## config.mk

```make
export PLATFORM = sky130hd
export DESIGN_NAME = integer_literal_parser
export DESIGN_NICKNAME = d
export VERILOG_FILES = /design/src/design/ilp_pkg.sv /design/src/design/integer_literal_parser.sv /design/src/design/ilp_front.sv /design/src/design/ilp_queue.sv /design/src/design/ilp_back.sv /design/src/design/ilp_result.sv
export SDC_FILE = /design/constraint.sdc
export NUM_CORES = 1
export LEC_CHECK = 0
export ABC_AREA = 0
export BUFFER_PORTS_ARGS = -buffer_cell sky130_fd_sc_hd__buf_2
export CAP_MARGIN = 20
export CORE_AREA = 2 2 215 217
export CTS_CLUSTER_SIZE = 24
export DETAILED_ROUTE_END_ITERATION = 7
export DIE_AREA = 0 0 217 219
export PLACE_DENSITY = 0.62
export SLEW_MARGIN = 20
export SYNTH_ARGS = -nofsm -noshare
export SYNTH_HDL_FRONTEND = slang
export SYNTH_SLANG_ARGS = --single-unit
```

## constraint.sdc

```tcl
create_clock -name i_clk -period 8.2 [get_ports i_clk]
set_input_delay 0.41 -clock i_clk [delete_from_list [all_inputs] [get_ports i_clk]]
set_output_delay 0.41 -clock i_clk [all_outputs]
set_load 0.01 [all_outputs]
```

## src/design/ilp_pkg.sv

```systemverilog
// ----------------------------------------------------------------------------
// ilp_pkg: shared types and constants for the integer literal parser
// Holds widths, the character class record, the finished-literal record,
// radix and suffix codes, ladder rungs and error codes.
// ----------------------------------------------------------------------------
package ilp_pkg;

    // accumulator width and external value width
    localparam int VALUE_WIDTH = 64;
    localparam int OUT_WIDTH   = 64;
    localparam int SUM_WIDTH   = VALUE_WIDTH + 4;

    // stream widths
    localparam int IN_TDATA_WIDTH  = 8;
    localparam int OUT_TDATA_WIDTH = 72;

    // queue between classifier and executor
    localparam int QUEUE_DEPTH = 4;
    localparam int QUEUE_AW    = $clog2(QUEUE_DEPTH);

    typedef enum logic [1:0] {
        RX_DEC,
        RX_HEX,
        RX_OCT,
        RX_BIN
    } t_radix;

    typedef enum logic [1:0] {
        SK_NONE,
        SK_U,
        SK_L,
        SK_H
    } t_sfx;

    // suffix flag bit positions
    localparam int SF_U  = 0;
    localparam int SF_L  = 1;
    localparam int SF_LL = 2;
    localparam int SF_H  = 3;
    localparam int SF_HH = 4;

    // ladder rungs, type code is {rung, unsigned}
    localparam logic [2:0] RUNG_CHAR  = 3'd0;
    localparam logic [2:0] RUNG_SHORT = 3'd1;
    localparam logic [2:0] RUNG_INT   = 3'd2;
    localparam logic [2:0] RUNG_LONG  = 3'd3;
    localparam logic [2:0] RUNG_LLONG = 3'd4;

    localparam logic [3:0] TC_NONE = 4'd0;

    localparam logic [1:0] ERR_NONE  = 2'd0;
    localparam logic [1:0] ERR_CHAR  = 2'd1;
    localparam logic [1:0] ERR_RANGE = 2'd2;

    // one classified character
    typedef struct packed {
        logic       last;
        logic       is_zero;
        logic       is_x;
        logic       is_b;
        logic       dig_ok;
        logic [3:0] dig;
        t_sfx       sfx;
        logic       sfx_up;
    } t_cls;

    // one finished literal, ready for type selection
    typedef struct packed {
        logic [VALUE_WIDTH-1:0] accum;
        logic [4:0]             flags;
        logic                   dec;
        logic                   ovf;
        logic                   cerr;
    } t_fin;

endpackage

```

## src/design/integer_literal_parser.sv

```systemverilog
// ----------------------------------------------------------------------------
// integer_literal_parser: streaming C integer literal parser
// Characters of a literal come in one per transfer on the slave stream, the
// final one marked by tlast. Base prefix, digits and U/L/LL/H/HH suffixes are
// decoded and one result per literal leaves on the master stream.
//
// Use:
//   s_axis: tdata carries one ASCII character, tlast marks the last one.
//   m_axis: one transfer per literal with value, type code and error.
//   One character is taken per clock while the queue has room; literals
//   follow each other with no gap. The result is registered in turn in the
//   classifier queue, the executor register and the output register.
//   A four-entry queue sits between the classifier and the executor; when
//   the receiver stalls, the output and finished-literal registers hold and
//   the queue fills before s_axis_tready drops.
//   After reset the parser waits for the first character of a new literal
//   with all state cleared.
// ----------------------------------------------------------------------------
module integer_literal_parser
    import ilp_pkg::*;
(
    input  logic                       i_clk,
    input  logic                       i_rst_n,
    input  logic                       s_axis_tvalid,
    output logic                       s_axis_tready,
    input  logic [IN_TDATA_WIDTH-1:0]  s_axis_tdata,   // [7:0] ch
    input  logic                       s_axis_tlast,
    output logic                       m_axis_tvalid,
    input  logic                       m_axis_tready,
    output logic [OUT_TDATA_WIDTH-1:0] m_axis_tdata    // [63:0] value, [67:64] type_code,
                                                       // [69:68] error, [71:70] zero
);

    t_cls                 cls;
    t_cls                 q_data;
    logic                 q_valid;
    logic                 q_pop;
    logic                 fin_valid;
    logic                 fin_ready;
    t_fin                 fin;
    logic [OUT_WIDTH-1:0] value;
    logic [3:0]           type_code;
    logic [1:0]           error;

    // classify incoming characters
    ilp_front u_front (
        .i_ch   (s_axis_tdata),
        .i_last (s_axis_tlast),
        .o_cls  (cls)
    );

    // decoupling queue
    ilp_queue u_queue (
        .i_clk        (i_clk),
        .i_rst_n      (i_rst_n),
        .i_push_valid (s_axis_tvalid),
        .o_push_ready (s_axis_tready),
        .i_push_data  (cls),
        .o_pop_valid  (q_valid),
        .i_pop        (q_pop),
        .o_pop_data   (q_data)
    );

    // parse state machine
    ilp_back u_back (
        .i_clk       (i_clk),
        .i_rst_n     (i_rst_n),
        .i_q_valid   (q_valid),
        .i_q_data    (q_data),
        .o_q_pop     (q_pop),
        .o_fin_valid (fin_valid),
        .i_fin_ready (fin_ready),
        .o_fin       (fin)
    );

    // type selection and output
    ilp_result u_result (
        .i_clk       (i_clk),
        .i_rst_n     (i_rst_n),
        .i_fin_valid (fin_valid),
        .o_fin_ready (fin_ready),
        .i_fin       (fin),
        .o_valid     (m_axis_tvalid),
        .i_ready     (m_axis_tready),
        .o_value     (value),
        .o_type_code (type_code),
        .o_error     (error)
    );

    // pack result fields
    assign m_axis_tdata = {2'b00, error, type_code, value};

endmodule

```

## src/design/ilp_front.sv

```systemverilog
// ----------------------------------------------------------------------------
// ilp_front: character classifier
// Decodes each incoming character into digit, prefix and suffix classes.
// ----------------------------------------------------------------------------
module ilp_front
    import ilp_pkg::*;
(
    input  logic [7:0] i_ch,
    input  logic       i_last,
    output t_cls       o_cls
);

    // digit value and class flags
    always_comb begin
        o_cls        = '0;
        o_cls.last   = i_last;
        o_cls.is_zero = (i_ch == "0");
        o_cls.is_x   = (i_ch == "x") || (i_ch == "X");
        o_cls.is_b   = (i_ch == "b") || (i_ch == "B");
        if (i_ch inside {["0":"9"]}) begin
            o_cls.dig_ok = 1'b1;
            o_cls.dig    = 4'(i_ch - 8'("0"));
        end else if (i_ch inside {["A":"F"]}) begin
            o_cls.dig_ok = 1'b1;
            o_cls.dig    = 4'(i_ch - 8'("A") + 8'd10);
        end else if (i_ch inside {["a":"f"]}) begin
            o_cls.dig_ok = 1'b1;
            o_cls.dig    = 4'(i_ch - 8'("a") + 8'd10);
        end
        // suffix letter kind, case kept for doubled letters
        o_cls.sfx_up = ~i_ch[5];
        if (i_ch == "U" || i_ch == "u") begin
            o_cls.sfx = SK_U;
        end else if (i_ch == "L" || i_ch == "l") begin
            o_cls.sfx = SK_L;
        end else if (i_ch == "H" || i_ch == "h") begin
            o_cls.sfx = SK_H;
        end else begin
            o_cls.sfx = SK_NONE;
        end
    end

endmodule

```

## src/design/ilp_queue.sv

```systemverilog
// ----------------------------------------------------------------------------
// ilp_queue: short queue of classified characters
// Decouples the input stream from the executor so each side stalls alone.
// ----------------------------------------------------------------------------
module ilp_queue
    import ilp_pkg::*;
(
    input  logic i_clk,
    input  logic i_rst_n,
    input  logic i_push_valid,
    output logic o_push_ready,
    input  t_cls i_push_data,
    output logic o_pop_valid,
    input  logic i_pop,
    output t_cls o_pop_data
);

    t_cls                r_mem [QUEUE_DEPTH];
    logic [QUEUE_AW-1:0] r_wptr;
    logic [QUEUE_AW-1:0] r_rptr;
    logic [QUEUE_AW:0]   r_count;
    logic                push;
    logic                pop;

    assign o_push_ready = (r_count != (QUEUE_AW+1)'(QUEUE_DEPTH));
    assign o_pop_valid  = (r_count != '0);
    assign o_pop_data   = r_mem[r_rptr];
    assign push         = i_push_valid && o_push_ready;
    assign pop          = i_pop && o_pop_valid;

    // pointers and fill count
    always_ff @(posedge i_clk) begin
        if (!i_rst_n) begin
            r_wptr  <= '0;
            r_rptr  <= '0;
            r_count <= '0;
        end else begin
            if (push) begin
                r_wptr <= r_wptr + 1'b1;
            end
            if (pop) begin
                r_rptr <= r_rptr + 1'b1;
            end
            if (push && !pop) begin
                r_count <= r_count + 1'b1;
            end else if (pop && !push) begin
                r_count <= r_count - 1'b1;
            end
        end
    end

    // storage
    always_ff @(posedge i_clk) begin
        if (push) begin
            r_mem[r_wptr] <= i_push_data;
        end
    end

endmodule

```

## src/design/ilp_back.sv

```systemverilog
// ----------------------------------------------------------------------------
// ilp_back: literal executor
// Runs the prefix, digit and suffix state machine one character per cycle
// unless the result stage stalls, and hands each finished literal to it.
// ----------------------------------------------------------------------------
module ilp_back
    import ilp_pkg::*;
(
    input  logic i_clk,
    input  logic i_rst_n,
    input  logic i_q_valid,
    input  t_cls i_q_data,
    output logic o_q_pop,
    output logic o_fin_valid,
    input  logic i_fin_ready,
    output t_fin o_fin
);

    typedef enum logic [1:0] {
        PH_START,
        PH_ZERO,
        PH_DIGITS,
        PH_SUFFIX
    } t_phase;

    t_phase                 r_phase, n_phase;
    t_radix                 r_radix, n_radix;
    logic [VALUE_WIDTH-1:0] r_accum, n_accum;
    logic                   r_ovf, n_ovf;
    logic [4:0]             r_flags, n_flags;
    logic                   r_pend, n_pend;
    logic                   r_pend_h, n_pend_h;
    logic                   r_pend_up, n_pend_up;
    logic                   r_cerr, n_cerr;
    logic                   r_fin_valid;
    t_fin                   r_fin;

    t_radix                 eff_radix;
    logic                   dig_lt_base;
    logic [SUM_WIDTH-1:0]   prod;
    logic [SUM_WIDTH-1:0]   sum;
    logic [4:0]             s_flags;
    logic                   s_pend, s_pend_h, s_pend_up, s_err;
    logic [4:0]             fin_flags;
    logic                   fin_free;
    logic                   pop;

    assign fin_free    = !r_fin_valid || i_fin_ready;
    assign pop         = i_q_valid && (!i_q_data.last || fin_free);
    assign o_q_pop     = pop;
    assign o_fin_valid = r_fin_valid;
    assign o_fin       = r_fin;

    // digit range and multiply-add by the base
    assign eff_radix = (r_phase == PH_START) ? RX_DEC : r_radix;
    always_comb begin
        case (eff_radix)
            RX_DEC: begin
                dig_lt_base = (i_q_data.dig < 4'd10);
                prod = SUM_WIDTH'({r_accum, 3'b000}) + SUM_WIDTH'({r_accum, 1'b0});
            end
            RX_HEX: begin
                dig_lt_base = 1'b1;
                prod = SUM_WIDTH'({r_accum, 4'b0000});
            end
            RX_OCT: begin
                dig_lt_base = (i_q_data.dig < 4'd8);
                prod = SUM_WIDTH'({r_accum, 3'b000});
            end
            default: begin
                dig_lt_base = (i_q_data.dig < 4'd2);
                prod = SUM_WIDTH'({r_accum, 1'b0});
            end
        endcase
    end
    assign sum = prod + SUM_WIDTH'(i_q_data.dig);

    // suffix letter handling with doubled-letter tracking
    always_comb begin
        s_flags   = r_flags;
        s_pend    = r_pend;
        s_pend_h  = r_pend_h;
        s_pend_up = r_pend_up;
        s_err     = 1'b0;
        if (r_pend && i_q_data.sfx == (r_pend_h ? SK_H : SK_L)
                && i_q_data.sfx_up == r_pend_up) begin
            if (r_pend_h) begin
                s_flags[SF_HH] = 1'b1;
            end else begin
                s_flags[SF_LL] = 1'b1;
            end
            s_pend = 1'b0;
        end else begin
            if (r_pend) begin
                if (r_pend_h) begin
                    s_flags[SF_H] = 1'b1;
                end else begin
                    s_flags[SF_L] = 1'b1;
                end
                s_pend = 1'b0;
            end
            case (i_q_data.sfx)
                SK_U: begin
                    s_flags[SF_U] = 1'b1;
                end
                SK_L: begin
                    s_pend    = 1'b1;
                    s_pend_h  = 1'b0;
                    s_pend_up = i_q_data.sfx_up;
                end
                SK_H: begin
                    s_pend    = 1'b1;
                    s_pend_h  = 1'b1;
                    s_pend_up = i_q_data.sfx_up;
                end
                default: begin
                    s_err = 1'b1;
                end
            endcase
        end
    end

    // next state for one character
    always_comb begin
        n_phase   = r_phase;
        n_radix   = r_radix;
        n_accum   = r_accum;
        n_ovf     = r_ovf;
        n_flags   = r_flags;
        n_pend    = r_pend;
        n_pend_h  = r_pend_h;
        n_pend_up = r_pend_up;
        n_cerr    = r_cerr;
        if (!r_cerr) begin
            if (r_phase == PH_START && i_q_data.is_zero) begin
                n_radix = RX_OCT;
                n_phase = PH_ZERO;
            end else if (r_phase == PH_ZERO && i_q_data.is_x) begin
                n_radix = RX_HEX;
                n_phase = PH_DIGITS;
            end else if (r_phase == PH_ZERO && i_q_data.is_b) begin
                n_radix = RX_BIN;
                n_phase = PH_DIGITS;
            end else if (r_phase == PH_SUFFIX) begin
                n_flags   = s_flags;
                n_pend    = s_pend;
                n_pend_h  = s_pend_h;
                n_pend_up = s_pend_up;
                n_cerr    = s_err;
            end else begin
                // digit position: start, after leading zero, or digits
                n_radix = eff_radix;
                n_phase = PH_DIGITS;
                if (i_q_data.dig_ok && dig_lt_base) begin
                    n_accum = sum[VALUE_WIDTH-1:0];
                    if (sum[SUM_WIDTH-1:VALUE_WIDTH] != '0) begin
                        n_ovf = 1'b1;
                    end
                end else if (i_q_data.sfx != SK_NONE) begin
                    n_phase   = PH_SUFFIX;
                    n_flags   = s_flags;
                    n_pend    = s_pend;
                    n_pend_h  = s_pend_h;
                    n_pend_up = s_pend_up;
                    n_cerr    = s_err;
                end else begin
                    n_cerr = 1'b1;
                end
            end
        end
        // fold a single pending letter into the flags at the end
        fin_flags = n_flags;
        if (n_pend) begin
            if (n_pend_h) begin
                fin_flags[SF_H] = 1'b1;
            end else begin
                fin_flags[SF_L] = 1'b1;
            end
        end
    end

    // state and finished-literal register
    always_ff @(posedge i_clk) begin
        if (!i_rst_n) begin
            r_phase     <= PH_START;
            r_radix     <= RX_DEC;
            r_accum     <= '0;
            r_ovf       <= 1'b0;
            r_flags     <= '0;
            r_pend      <= 1'b0;
            r_pend_h    <= 1'b0;
            r_pend_up   <= 1'b0;
            r_cerr      <= 1'b0;
            r_fin_valid <= 1'b0;
        end else begin
            if (i_fin_ready) begin
                r_fin_valid <= 1'b0;
            end
            if (pop) begin
                if (i_q_data.last) begin
                    r_fin_valid <= 1'b1;
                    r_fin.accum <= n_accum;
                    r_fin.flags <= fin_flags;
                    r_fin.dec   <= (n_radix == RX_DEC);
                    r_fin.ovf   <= n_ovf;
                    r_fin.cerr  <= n_cerr;
                    r_phase     <= PH_START;
                    r_radix     <= RX_DEC;
                    r_accum     <= '0;
                    r_ovf       <= 1'b0;
                    r_flags     <= '0;
                    r_pend      <= 1'b0;
                    r_pend_h    <= 1'b0;
                    r_pend_up   <= 1'b0;
                    r_cerr      <= 1'b0;
                end else begin
                    r_phase   <= n_phase;
                    r_radix   <= n_radix;
                    r_accum   <= n_accum;
                    r_ovf     <= n_ovf;
                    r_flags   <= n_flags;
                    r_pend    <= n_pend;
                    r_pend_h  <= n_pend_h;
                    r_pend_up <= n_pend_up;
                    r_cerr    <= n_cerr;
                end
            end
        end
    end

endmodule

```

## src/design/ilp_result.sv

```systemverilog
// ----------------------------------------------------------------------------
// ilp_result: type selection and output register
// Walks the signed/unsigned ladder for a finished literal and holds the
// result until the receiver takes it.
// ----------------------------------------------------------------------------
module ilp_result
    import ilp_pkg::*;
(
    input  logic                 i_clk,
    input  logic                 i_rst_n,
    input  logic                 i_fin_valid,
    output logic                 o_fin_ready,
    input  t_fin                 i_fin,
    output logic                 o_valid,
    input  logic                 i_ready,
    output logic [OUT_WIDTH-1:0] o_value,
    output logic [3:0]           o_type_code,
    output logic [1:0]           o_error
);

    logic                 r_valid;
    logic [OUT_WIDTH-1:0] r_value;
    logic [3:0]           r_code;
    logic [1:0]           r_err;

    logic [63:0]          ext;
    logic                 u, uu;
    logic                 f32s, f32u, f64s;
    logic [2:0]           start;
    logic [2:0]           rung64;
    logic [OUT_WIDTH-1:0] n_value;
    logic [3:0]           n_code;
    logic [1:0]           n_err;

    assign o_fin_ready = !r_valid || i_ready;
    assign o_valid     = r_valid;
    assign o_value     = r_value;
    assign o_type_code = r_code;
    assign o_error     = r_err;

    // limit checks
    assign ext  = 64'(i_fin.accum);
    assign u    = i_fin.flags[SF_U];
    assign uu   = !i_fin.dec;
    assign f32s = (ext[63:31] == '0);
    assign f32u = (ext[63:32] == '0);
    assign f64s = !ext[63];

    // starting rung from the suffix flags
    always_comb begin
        if (i_fin.flags[SF_HH]) begin
            start = RUNG_CHAR;
        end else if (i_fin.flags[SF_H]) begin
            start = RUNG_SHORT;
        end else if (i_fin.flags[SF_L]) begin
            start = RUNG_LONG;
        end else if (i_fin.flags[SF_LL]) begin
            start = RUNG_LLONG;
        end else begin
            start = RUNG_INT;
        end
        rung64 = (start < RUNG_LONG) ? RUNG_LONG : start;
    end

    // ladder walk: 32-bit rungs share limits, so one try there, then 64-bit
    always_comb begin
        n_value = '0;
        n_code  = TC_NONE;
        n_err   = ERR_NONE;
        if (i_fin.cerr) begin
            n_err = ERR_CHAR;
        end else if (i_fin.ovf) begin
            n_err = ERR_RANGE;
        end else if (start < RUNG_LONG && !u && f32s) begin
            n_code  = {start, 1'b0};
            n_value = OUT_WIDTH'(ext);
        end else if (start < RUNG_LONG && (u || uu) && f32u) begin
            n_code  = {start, 1'b1};
            n_value = OUT_WIDTH'(ext);
        end else if (!u && f64s) begin
            n_code  = {rung64, 1'b0};
            n_value = OUT_WIDTH'(ext);
        end else if (u || uu) begin
            n_code  = {rung64, 1'b1};
            n_value = OUT_WIDTH'(ext);
        end else begin
            n_err = ERR_RANGE;
        end
    end

    // output register
    always_ff @(posedge i_clk) begin
        if (!i_rst_n) begin
            r_valid <= 1'b0;
        end else if (o_fin_ready) begin
            r_valid <= i_fin_valid;
        end
    end

    always_ff @(posedge i_clk) begin
        if (o_fin_ready && i_fin_valid) begin
            r_value <= n_value;
            r_code  <= n_code;
            r_err   <= n_err;
        end
    end

endmodule

```

==> results.yml, run 1 <==
floorplanning:
  die_w_um: 217
  dieHeight_um: 219
  row_count: 78
  boundaryPins: 87
  core_area_mm2: 0.04509
  initial_core_util: 0.4474
  die-area_mm2: 0.04752
timing:
  fmax_mhz: 165.0
  worst_slew_pin_slew_ns: 1.061
  setup_viol: 0
  slew_viol_final: 0
  fin_skew_ns: 0.009625
  max_slew_margin: 0.2851
  holdWs_ns: 0.04891
  period_needed_ns: 6.060
  hold_viol: 0
  rsz0062_at_grt: "false"
  finalCritPeriodShare: 0.7390
  setup-tns-final_ns: 0
cts:
  cts_hold_buf: 0
  cts_resized: 0
  cts_num_sinks: 279
  cts_tree: "yes"
  clockBufferDepth: 3
  h-tree-depth: 1
  cts_made_buffers: 30
  root_buffer: "clkbuf_16"
  post_cts_buffers: 0
  clock_latency_ns: 0.59
  clk_pin_slew_ns: 0.06
worst_setup_path:
  cp-startpoint: "u_back.r_phase[0]$_SDFFE_PN0P_"
  critical_path_required_ns: 8.69
  endpoint: "u_back.r_accum[51]$_SDFFE_PN0P_"
  crit_buf_inv: 2
  r2r-end: "u_back.r_accum[51]$_SDFFE_PN0P_"
  crit_arrival_ns: 6.55
  cp_top_family: "simple AND/OR/NAND/NOR gates"
  cp_cell_sequence: "nor2_4, nor2_1, nor2b_1, ha_1, inv_1, fa_1, inv_1, a21oi_1, a311oi_1, nand4_1, nor4_1, nand4_1, or2_2, nor3_1, nand3_1, nor4bb_1, xor2_1, o21ai_0, a31o_2"
  rr_startpoint: "u_back.r_phase[0]$_SDFFE_PN0P_"
  worstRegToRegCells: 19
  crit_cells: 19
  reg2reg_slack_ns: 2.14
  critical-path-slowest-cell: "nor2_4"
  crit_type: "reg -> reg"
  setup.worst_path.start_class: "register"
  cp-end-kind: "register"
  cp_max_fo: 26
  slowest_delay_ns: 0.66
route:
  wl_mm: 67.38
  viasPerCell: 6.264
  wl_per_cell_um: 22.79
  dr.first_iter.drc_count: 2015
  drc_errors: 0
  ant_nets: 0
  firstDrtPassIters: 5
  vias: 18520
outcome:
  outcome: "finished clean"
synthesis:
  synth_area_leaders: "edfxtp_1 (28%), dfxtp_1 (8.8%), nand2_1 (5.7%), a21oi_1 (5.0%), ha_1 (4.6%)"
  synth-edff-count: 190
  avgSynthCellArea_um2: 8.606
  synth-async-reset-ratio: 0
  yosys_warnings: 0
  netlist_area_mm2: 0.02017
  ys_seq_area_frac: 0.3711
  ys.flop_type: "edfxtp_1"
  synth_top_area_share: 0.2828
  netlist_instances: 2344
  yosysUniqueCellTypes: 103
  ys_seq_elements: 279
  synth_top_area_cell: "edfxtp_1"
flow_run:
  cap_violations: 0
place:
  io_buffers: 84
  dp.final_hpwl_mm: 49.12
  place.gp.congestion: 0.9601
power:
  power_mw: 4.942
  power.leakage_nw: 7.819
  p_per_area_mw_per_mm2: 224.4
  peakVddDrop_v: 0.0002450
global_routing:
  grtUsageTotal: 0.2800
  grt_max_degree: 94
  grt_pass1_vias: 17500
  grt_antenna_before_repair: 1
  grt_pass1_wl_mm: 104.1
  overflow: 0
layout:
  drive_above_1_share: 0.1073
  final_nets: 2423
  area_growth_pct: 9.161
  diodes: 0
min_path:
  min_path_type: "in -> reg"
  min_path_cells: 1
-- cell usage after synthesis, drive strengths merged (53+ instances only) --
cell and n:
nor2 167, clkbuf 85, buf 66, a21oi 202, nand2 306, edfxtp 190, nand4 53, nand3 78
dfxtp 89, and2 87, o21ai 182, ha 74
-- registers in the layout (all words and copies together), names as in the netlist, 2 cells and up, named ones only --
name and count:
u_back.o_fin 72, u_back.r_accum 64, u_result.o_value 64, u_queue.r_mem 48
u_back.r_flags 5, u_result.o_type_code 4, u_queue.r_count 3, u_back.r_phase 2
u_back.r_radix 2, u_queue.r_rptr 2, u_queue.r_wptr 2, u_result.o_error 2
-- how the worst min path moves through the flow --
stage | to | start | slack, ns
2_1_floorplan | u_queue.r_count[2]$_SDFFE_PN0P_ | u_queue.r_count[2]$_SDFFE_PN0P_ | 0.48
3_3_place_gp | u_queue.r_count[2]$_SDFFE_PN0P_ | u_queue.r_count[2]$_SDFFE_PN0P_ | 0.49
3_5_place_dp | u_result.o_value[23]$_SDFFCE_PP0P_ | u_back.o_fin[31]$_DFFE_PP_ | 0.50
4_1_cts | u_queue.r_mem[3][11]$_DFFE_PP_ | s_axis_tlast | 0.02
5_1_grt | u_queue.r_mem[2][11]$_DFFE_PP_ | s_axis_tlast | 0.04
6_report | u_queue.r_mem[3][11]$_DFFE_PP_ | s_axis_tlast | 0.05
-- cells in the final DEF, fill, tap and decap left out, types with 36 or more instances in the layout --
master,count
and3_1,36
and2_1,86
a21oi_1,202
nand3_1,76
dfxtp_1,87
a21boi_0,37
nor2b_1,38
nor3_1,45
buf_2,84
nand2_1,306
a21o_1,36
nor2_1,165
xnor2_1,46
ha_1,74
o21ai_0,172
nand4_1,51
edfxtp_1,190
-- worst register-to-register path: stages, from the launching register on --
cell	delay, ns
dfxtp_1	0.49
nor2_4	0.67
nor2_1	0.15
nor2b_1	0.14
ha_1	0.18
inv_1	0.06
fa_1	0.41
inv_1	0.08
a21oi_1	0.11
a311oi_1	0.23
nand4_1	0.20
nor4_1	0.56
nand4_1	0.38
or2_2	0.44
nor3_1	0.62
nand3_1	0.26
nor4bb_1	0.36
xor2_1	0.22
o21ai_0	0.14
a31o_2	0.26
-- report_power, final --
group | total (mW) | internal [mW] | switching (mW)
clock network | 1.45 | 0.861 | 0.594
registers | 1.95 | 1.77 | 0.175
logic | 1.54 | 0.425 | 1.12
total | 4.94 | 3.06 | 1.89
-- metrics by stage --
step                utilization  setup slack (ns)  instance area (um^2)  cells
global placement         0.4642             2.315                 20930   2900
CTS                      0.4879             2.247                 22000   2956
floorplan                     -             2.376                 20180   2345
global route             0.4884             1.840                 22020   2957
finish                   0.4884             2.140                 22020   2957
detailed placement       0.4642             2.254                 20930   2900
-- final cells by class --
| class | count | area (um^2) |
|---|---|---|
| clock buffers | 42 | 855.8 |
| well taps | 600 | 750.7 |
| multi-input cells | 1879 | 11970 |
| clock inverters | 14 | 214.0 |
| fillers | 4412 | 23070 |
| flip-flops and latches | 279 | 7495 |
| inverters | 36 | 135.1 |
| repair buffers | 107 | 605.6 |
-- per-layer routing --
| layer | vias up | track usage | wire length (um) | share of wire |
|---|---|---|---|---|
| met3 | 115 | 0.04227 | 5459 | 0.081 |
| li1 | 8725 | - | - | - |
| met1 | 8901 | 0.3939 | 29630 | 0.44 |
| met4 | 0 | 0.08904 | 2089 | 0.031 |
| met5 | - | 0 | 0 | 0 |
| met2 | 783 | 0.4426 | 30200 | 0.45 |
-- cell families (layout without fill, tap and decap cells) --
logic type	after synthesis	in the layout	share of synthesized area
XOR/XNOR	80	80	0.03473
multiplexers	54	54	0.03541
adder cells (fa/ha/maj)	77	77	0.04887
buffers and inverters	187	199	0.03895
other	1	2	0.0001859
AO/OA/AOI/OAI	708	708	0.2278
AND/OR/NAND/NOR	958	958	0.2429
flip-flops	279	279	0.3711
Power figures use the tool's default switching activity.
==> inputs of run 2 (changes only) <==
- clock period: 8.2 -> 5.9 ns (I/O delays scaled with it)
==> results.yml, run 2 (synthesized netlist as in run 1, its figures left out) <==
outcome:
  outcome: "finished clean"
worst_setup_path:
  worstRegToRegCells: 14
  cp_cell_sequence: "ha_1, nand4_1, nor3_1, nand2_1, a311oi_1, or4_1, a31oi_1, or3b_2, nor4_4, nand4_1, nor2_1, mux2_1, a311o_1, o211ai_1"
  cpMostUsedCell: "nand4_1"
  cp_top_family: "simple AND/OR/NAND/NOR gates"
  endpoint: "u_back.o_fin[1]$_DFFE_PP_"
  cp-end-kind: "register"
  critical-path-slowest-cell: "a311oi_1"
  critical_path_required_ns: 6.20
  rr_startpoint: "u_back.r_accum[32]$_SDFFE_PN0P_"
  crit_arrival_ns: 5.88
  setup.worst_path.start_class: "register"
  r2r-end: "u_back.o_fin[1]$_DFFE_PP_"
  crit_buf_inv: 0
  cp_max_fo: 10
  crit_type: "reg -> reg"
  crit_cells: 14
  reg2reg_slack_ns: 0.32
  slowest_delay_ns: 0.79
  cp-startpoint: "u_back.r_accum[32]$_SDFFE_PN0P_"
layout:
  layout_common_cells: "nand2_1 (306), a21oi_1 (202), edfxtp_1 (190)"
  instances_no_fill: 2985
  drive_above_1_share: 0.1166
  largest_reg_flops: 72
  final_nets: 2451
  area_growth_pct: 10.23
  fillers: 4313
  diodes: 0
  mostFrequentLayoutCell: "nand2_1"
power:
  power.leakage_nw: 7.963
  peakVddDrop_v: 0.0002743
  p_per_area_mw_per_mm2: 308.8
cts:
  cts_tree: "yes"
  cts_resized: 0
  h-tree-depth: 1
  cts_num_sinks: 279
  clockBufferDepth: 3
  clock_latency_ns: 0.60
  clk_pin_slew_ns: 0.07
  cts_made_buffers: 30
  post_cts_buffers: 0
  root_buffer: "clkbuf_16"
timing:
  fmax_mhz: 179.3
  setup_viol: 0
  worst_slew_pin_slew_ns: 1.004
  hold_viol: 0
  rsz0062_at_grt: "false"
  slew_viol_final: 0
  max_slew_margin: 0.3137
  finalCritPeriodShare: 0.9453
  fin_skew_ns: 0.02987
  setup-tns-final_ns: 0
  period_needed_ns: 5.577
place:
  place.gp.congestion: 0.9655
  dp.cells: 2925
  io_buffers: 84
  dp.final_hpwl_mm: 50.04
floorplanning:
  dieHeight_um: 219
  die-area_mm2: 0.04752
  row_count: 78
  core_area_mm2: 0.04509
  initial_core_util: 0.4474
  die_w_um: 217
  boundaryPins: 87
global_routing:
  grt_antenna_before_repair: 0
  grt_use_met2: 0.4427
  grt_max_degree: 94
  grt-busiest-layer: "met2"
  grtUsageTotal: 0.2828
  grt_use_met1: 0.4086
  overflow: 0
  use_met3: 0.03008
  grt_pass1_vias: 17430
  grt_pass1_wl_mm: 105.1
route:
  firstDrtPassIters: 6
  viasPerCell: 6.260
  dr.first_iter.drc_count: 1766
  ant_nets: 0
  wl_per_cell_um: 22.85
  drc_errors: 0
  vias: 18690
  wl_mm: 68.22
min_path:
  min_path_type: "in -> reg"
flow_run:
  cap_violations: 0
-- run 2: stage by stage --
step                      setup slack [ns]    util  power (mW)  hold slack (ns)  cell area (um^2)
after detailed placement            0.5282  0.4684       4.875           0.5014             21120
after global placement              0.6299  0.4684       4.842           0.4977             21120
after floorplan                    0.07574       -       4.088           0.3939             20180
after CTS                           0.5063  0.4917       6.860          0.05007             22170
final                               0.3230  0.4932       6.868          0.07958             22240
after global routing                0.1032  0.4932       7.197          0.09377             22240
-- run 2: layer usage --
layer | part of all wire | vias up
met2 | 0.44 | 741
li1 | - | 8758
met3 | 0.069 | 117
met5 | 0 | -
met1 | 0.46 | 9070
met4 | 0.032 | 0
-- run 2: repair_timing --
item | CTS | global route
endpoints found under the setup margin | 0 | 0
endpoints found under the hold margin | 4 | 0
hold buffers | 1 | 0
-- run 2: layout make-up --
type | count | area, um^2 | share of cell area
Multi-Input combinational cell | 1879 | 11960 | 0.5380
Tap cell | 600 | 750.7 | 0.03376
Clock buffer | 45 | 877.1 | 0.03944
Inverter | 36 | 135.1 | 0.006077
Timing Repair Buffer | 135 | 850.8 | 0.03826
Clock inverter | 11 | 165.2 | 0.007427
Sequential cell | 279 | 7495 | 0.3370
-- run 2: worst min path at each step --
stage,from,to,cells after the start
2_1_floorplan,s_axis_tlast,u_queue.r_mem[0][11]$_DFFE_PP_,0
3_3_place_gp,u_back.o_fin[32]$_DFFE_PP_,u_result.o_value[24]$_SDFFCE_PP0P_,1
3_5_place_dp,u_back.o_fin[37]$_DFFE_PP_,u_result.o_value[29]$_SDFFCE_PP0P_,1
4_1_cts,s_axis_tdata[5],u_queue.r_mem[2][0]$_DFFE_PP_,2
5_1_grt,s_axis_tdata[5],u_queue.r_mem[2][0]$_DFFE_PP_,2
6_report,s_axis_tdata[5],u_queue.r_mem[2][0]$_DFFE_PP_,2
-- run 2: where the power goes --
part           total (mW)  switching [mW]  internal, mW
clock                1.97           0.809          1.16
combinational        2.25            1.61         0.641
sequential           2.65           0.186          2.46
total                6.87            2.60          4.26
-- run 2: worst reg2reg max path: stages (launching register included) --
cell and delay [ns]:
dfxtp_1 0.43, ha_1 0.53, nand4_1 0.30, nor3_1 0.65, nand2_1 0.19, a311oi_1 0.79
or4_1 0.23, a31oi_1 0.16, or3b_2 0.57, nor4_4 0.32, nand4_1 0.29, nor2_1 0.31
mux2_1 0.18, a311o_1 0.21, o211ai_1 0.11
==> inputs of run 3 (changes only) <==
- CTS_BUF_LIST: unset -> sky130_fd_sc_hd__clkbuf_8
==> results.yml, run 3 (synthesized netlist as in run 1, its figures left out) <==
global_routing:
  grt_use_met2: 0.4430
  grtUsageTotal: 0.2848
  grt_antenna_before_repair: 2
  use_met3: 0.04006
  overflow: 0
  grt_pass1_vias: 17580
  grt_pass1_wl_mm: 105.2
  grt_use_met1: 0.4050
  grt_max_degree: 94
  grt-busiest-layer: "met2"
route:
  viasPerCell: 6.241
  dr.first_iter.drc_count: 1835
  vias: 18820
  drc_errors: 0
  firstDrtPassIters: 6
  wl_mm: 68.38
  wl_per_cell_um: 22.68
  ant_nets: 0
cts:
  cts_tree: "yes"
  cts_resized: 0
  clock_latency_ns: 0.62
  h-tree-depth: 2
  clockBufferDepth: 3
  post_cts_buffers: 0
  root_buffer: "clkbuf_8"
  cts_hold_buf: 1
  cts_num_sinks: 279
  clk_pin_slew_ns: 0.07
  cts_made_buffers: 47
power:
  power.leakage_nw: 7.948
  peakVddDrop_v: 0.0002645
  p_per_area_mw_per_mm2: 298.1
timing:
  max_slew_margin: 0.3342
  fmax_mhz: 179.5
  finalCritPeriodShare: 0.9442
  period_needed_ns: 5.571
  slew_viol_final: 0
  setup_viol: 0
  hold_viol: 0
  setup-tns-final_ns: 0
  rsz0062_at_grt: "false"
  fin_skew_ns: 0.02701
  worst_slew_pin_slew_ns: 0.9736
worst_setup_path:
  critical_path_required_ns: 6.22
  crit_arrival_ns: 5.89
  crit_type: "reg -> reg"
  cp_max_fo: 9
  cp-end-kind: "register"
  setup.worst_path.start_class: "register"
floorplanning:
  core_area_mm2: 0.04509
  row_count: 78
  initial_core_util: 0.4474
  boundaryPins: 87
  die-area_mm2: 0.04752
  die_w_um: 217
  dieHeight_um: 219
layout:
  drive_above_1_share: 0.1205
  layout_common_cells: "nand2_1 (306), a21oi_1 (202), edfxtp_1 (190)"
  mostFrequentLayoutCell: "nand2_1"
  largest_reg_flops: 72
  final_util: 0.4902
  finish.instance_area_mm2: 0.02210
  final_nets: 2468
  area_growth_pct: 9.564
min_path:
  min_path_type: "in -> reg"
place:
  place.gp.congestion: 0.9655
  dp.final_hpwl_mm: 50.04
  postPlaceCellArea_mm2: 0.02112
  io_buffers: 84
flow_run:
  cap_violations: 0
outcome:
  outcome: "finished clean"
run 3: changes by cell type in the layout (fill, tap and decap cells not counted):
cell	before	now
clkbuf_1	8	0
inv_1	35	45
clkinvlp_4	1	2
bufinv_16	3	2
clkbuf_8	7	49
clkinv_8	0	1
inv_8	0	1
clkbuf_16	30	0
clkinv_1	0	14
diode_2	0	1
clkinv_16	1	0
run 3: critical path: stages (launching register included):
cell	delay, ns
dfxtp_1	0.51
ha_1	0.35
a21oi_1	0.48
o21ai_0	0.33
a211oi_2	0.58
o21ai_2	0.27
xnor2_1	0.20
o22ai_1	0.32
nand4_1	0.38
nor3b_1	0.73
nand4_1	0.33
nor2_1	0.30
mux2_1	0.18
a311o_1	0.21
o211ai_1	0.11
run 3: worst paths after layout:
path	startpoint	end	slack [ns]	depth (start not counted)
worst max-delay path	u_back.r_accum[7]$_SDFFE_PN0P_	u_back.o_fin[1]$_DFFE_PP_	0.33	14
worst min-delay path	s_axis_tdata[5]	u_queue.r_mem[2][0]$_DFFE_PP_	0.06	2
worst max register to register	u_back.r_accum[7]$_SDFFE_PN0P_	u_back.o_fin[1]$_DFFE_PP_	0.33	14
worst min register to register	u_back.o_fin[37]$_DFFE_PP_	u_result.o_value[29]$_SDFFCE_PP0P_	0.51	1
run 3: stage by stage:
stage                     power [mW]  worst slack [ns]  hold WS (ns)  instances
after floorplan                4.088           0.07574        0.3939       2345
after global placement         4.842            0.6299        0.4977       2925
after detailed placement       4.875            0.5282        0.5014       2925
after CTS                      6.578            0.4976       0.01846       3011
after global routing           6.926            0.1038       0.06084       3015
final                          6.588            0.3292       0.06273       3015
run 3: routing by layer:
| metal | wire length [um] | share of wire | vias up |
|---|---|---|---|
| met5 | 0 | 0 | - |
| met4 | 2265 | 0.033 | 0 |
| met3 | 5099 | 0.075 | 127 |
| met2 | 30310 | 0.44 | 754 |
| met1 | 30700 | 0.45 | 9140 |
| li1 | - | - | 8795 |
run 3: cell type report:
cell class / instances / area, um^2
clock inverter: 36 / 230.2
inverter: 36 / 135.1
multi-input combinational: 1879 / 11960
timing repair buffer: 135 / 850.8
clock buffer: 49 / 674.4
sequential: 279 / 7495
tap: 600 / 750.7
antenna: 1 / 2.502
fill: 4345 / 22990
run 3: report_power, final:
| group | internal (mW) | switching, mW |
|---|---|---|
| registers | 2.46 | 0.187 |
| clock network | 0.868 | 0.812 |
| logic | 0.641 | 1.62 |
| total | 3.97 | 2.62 |
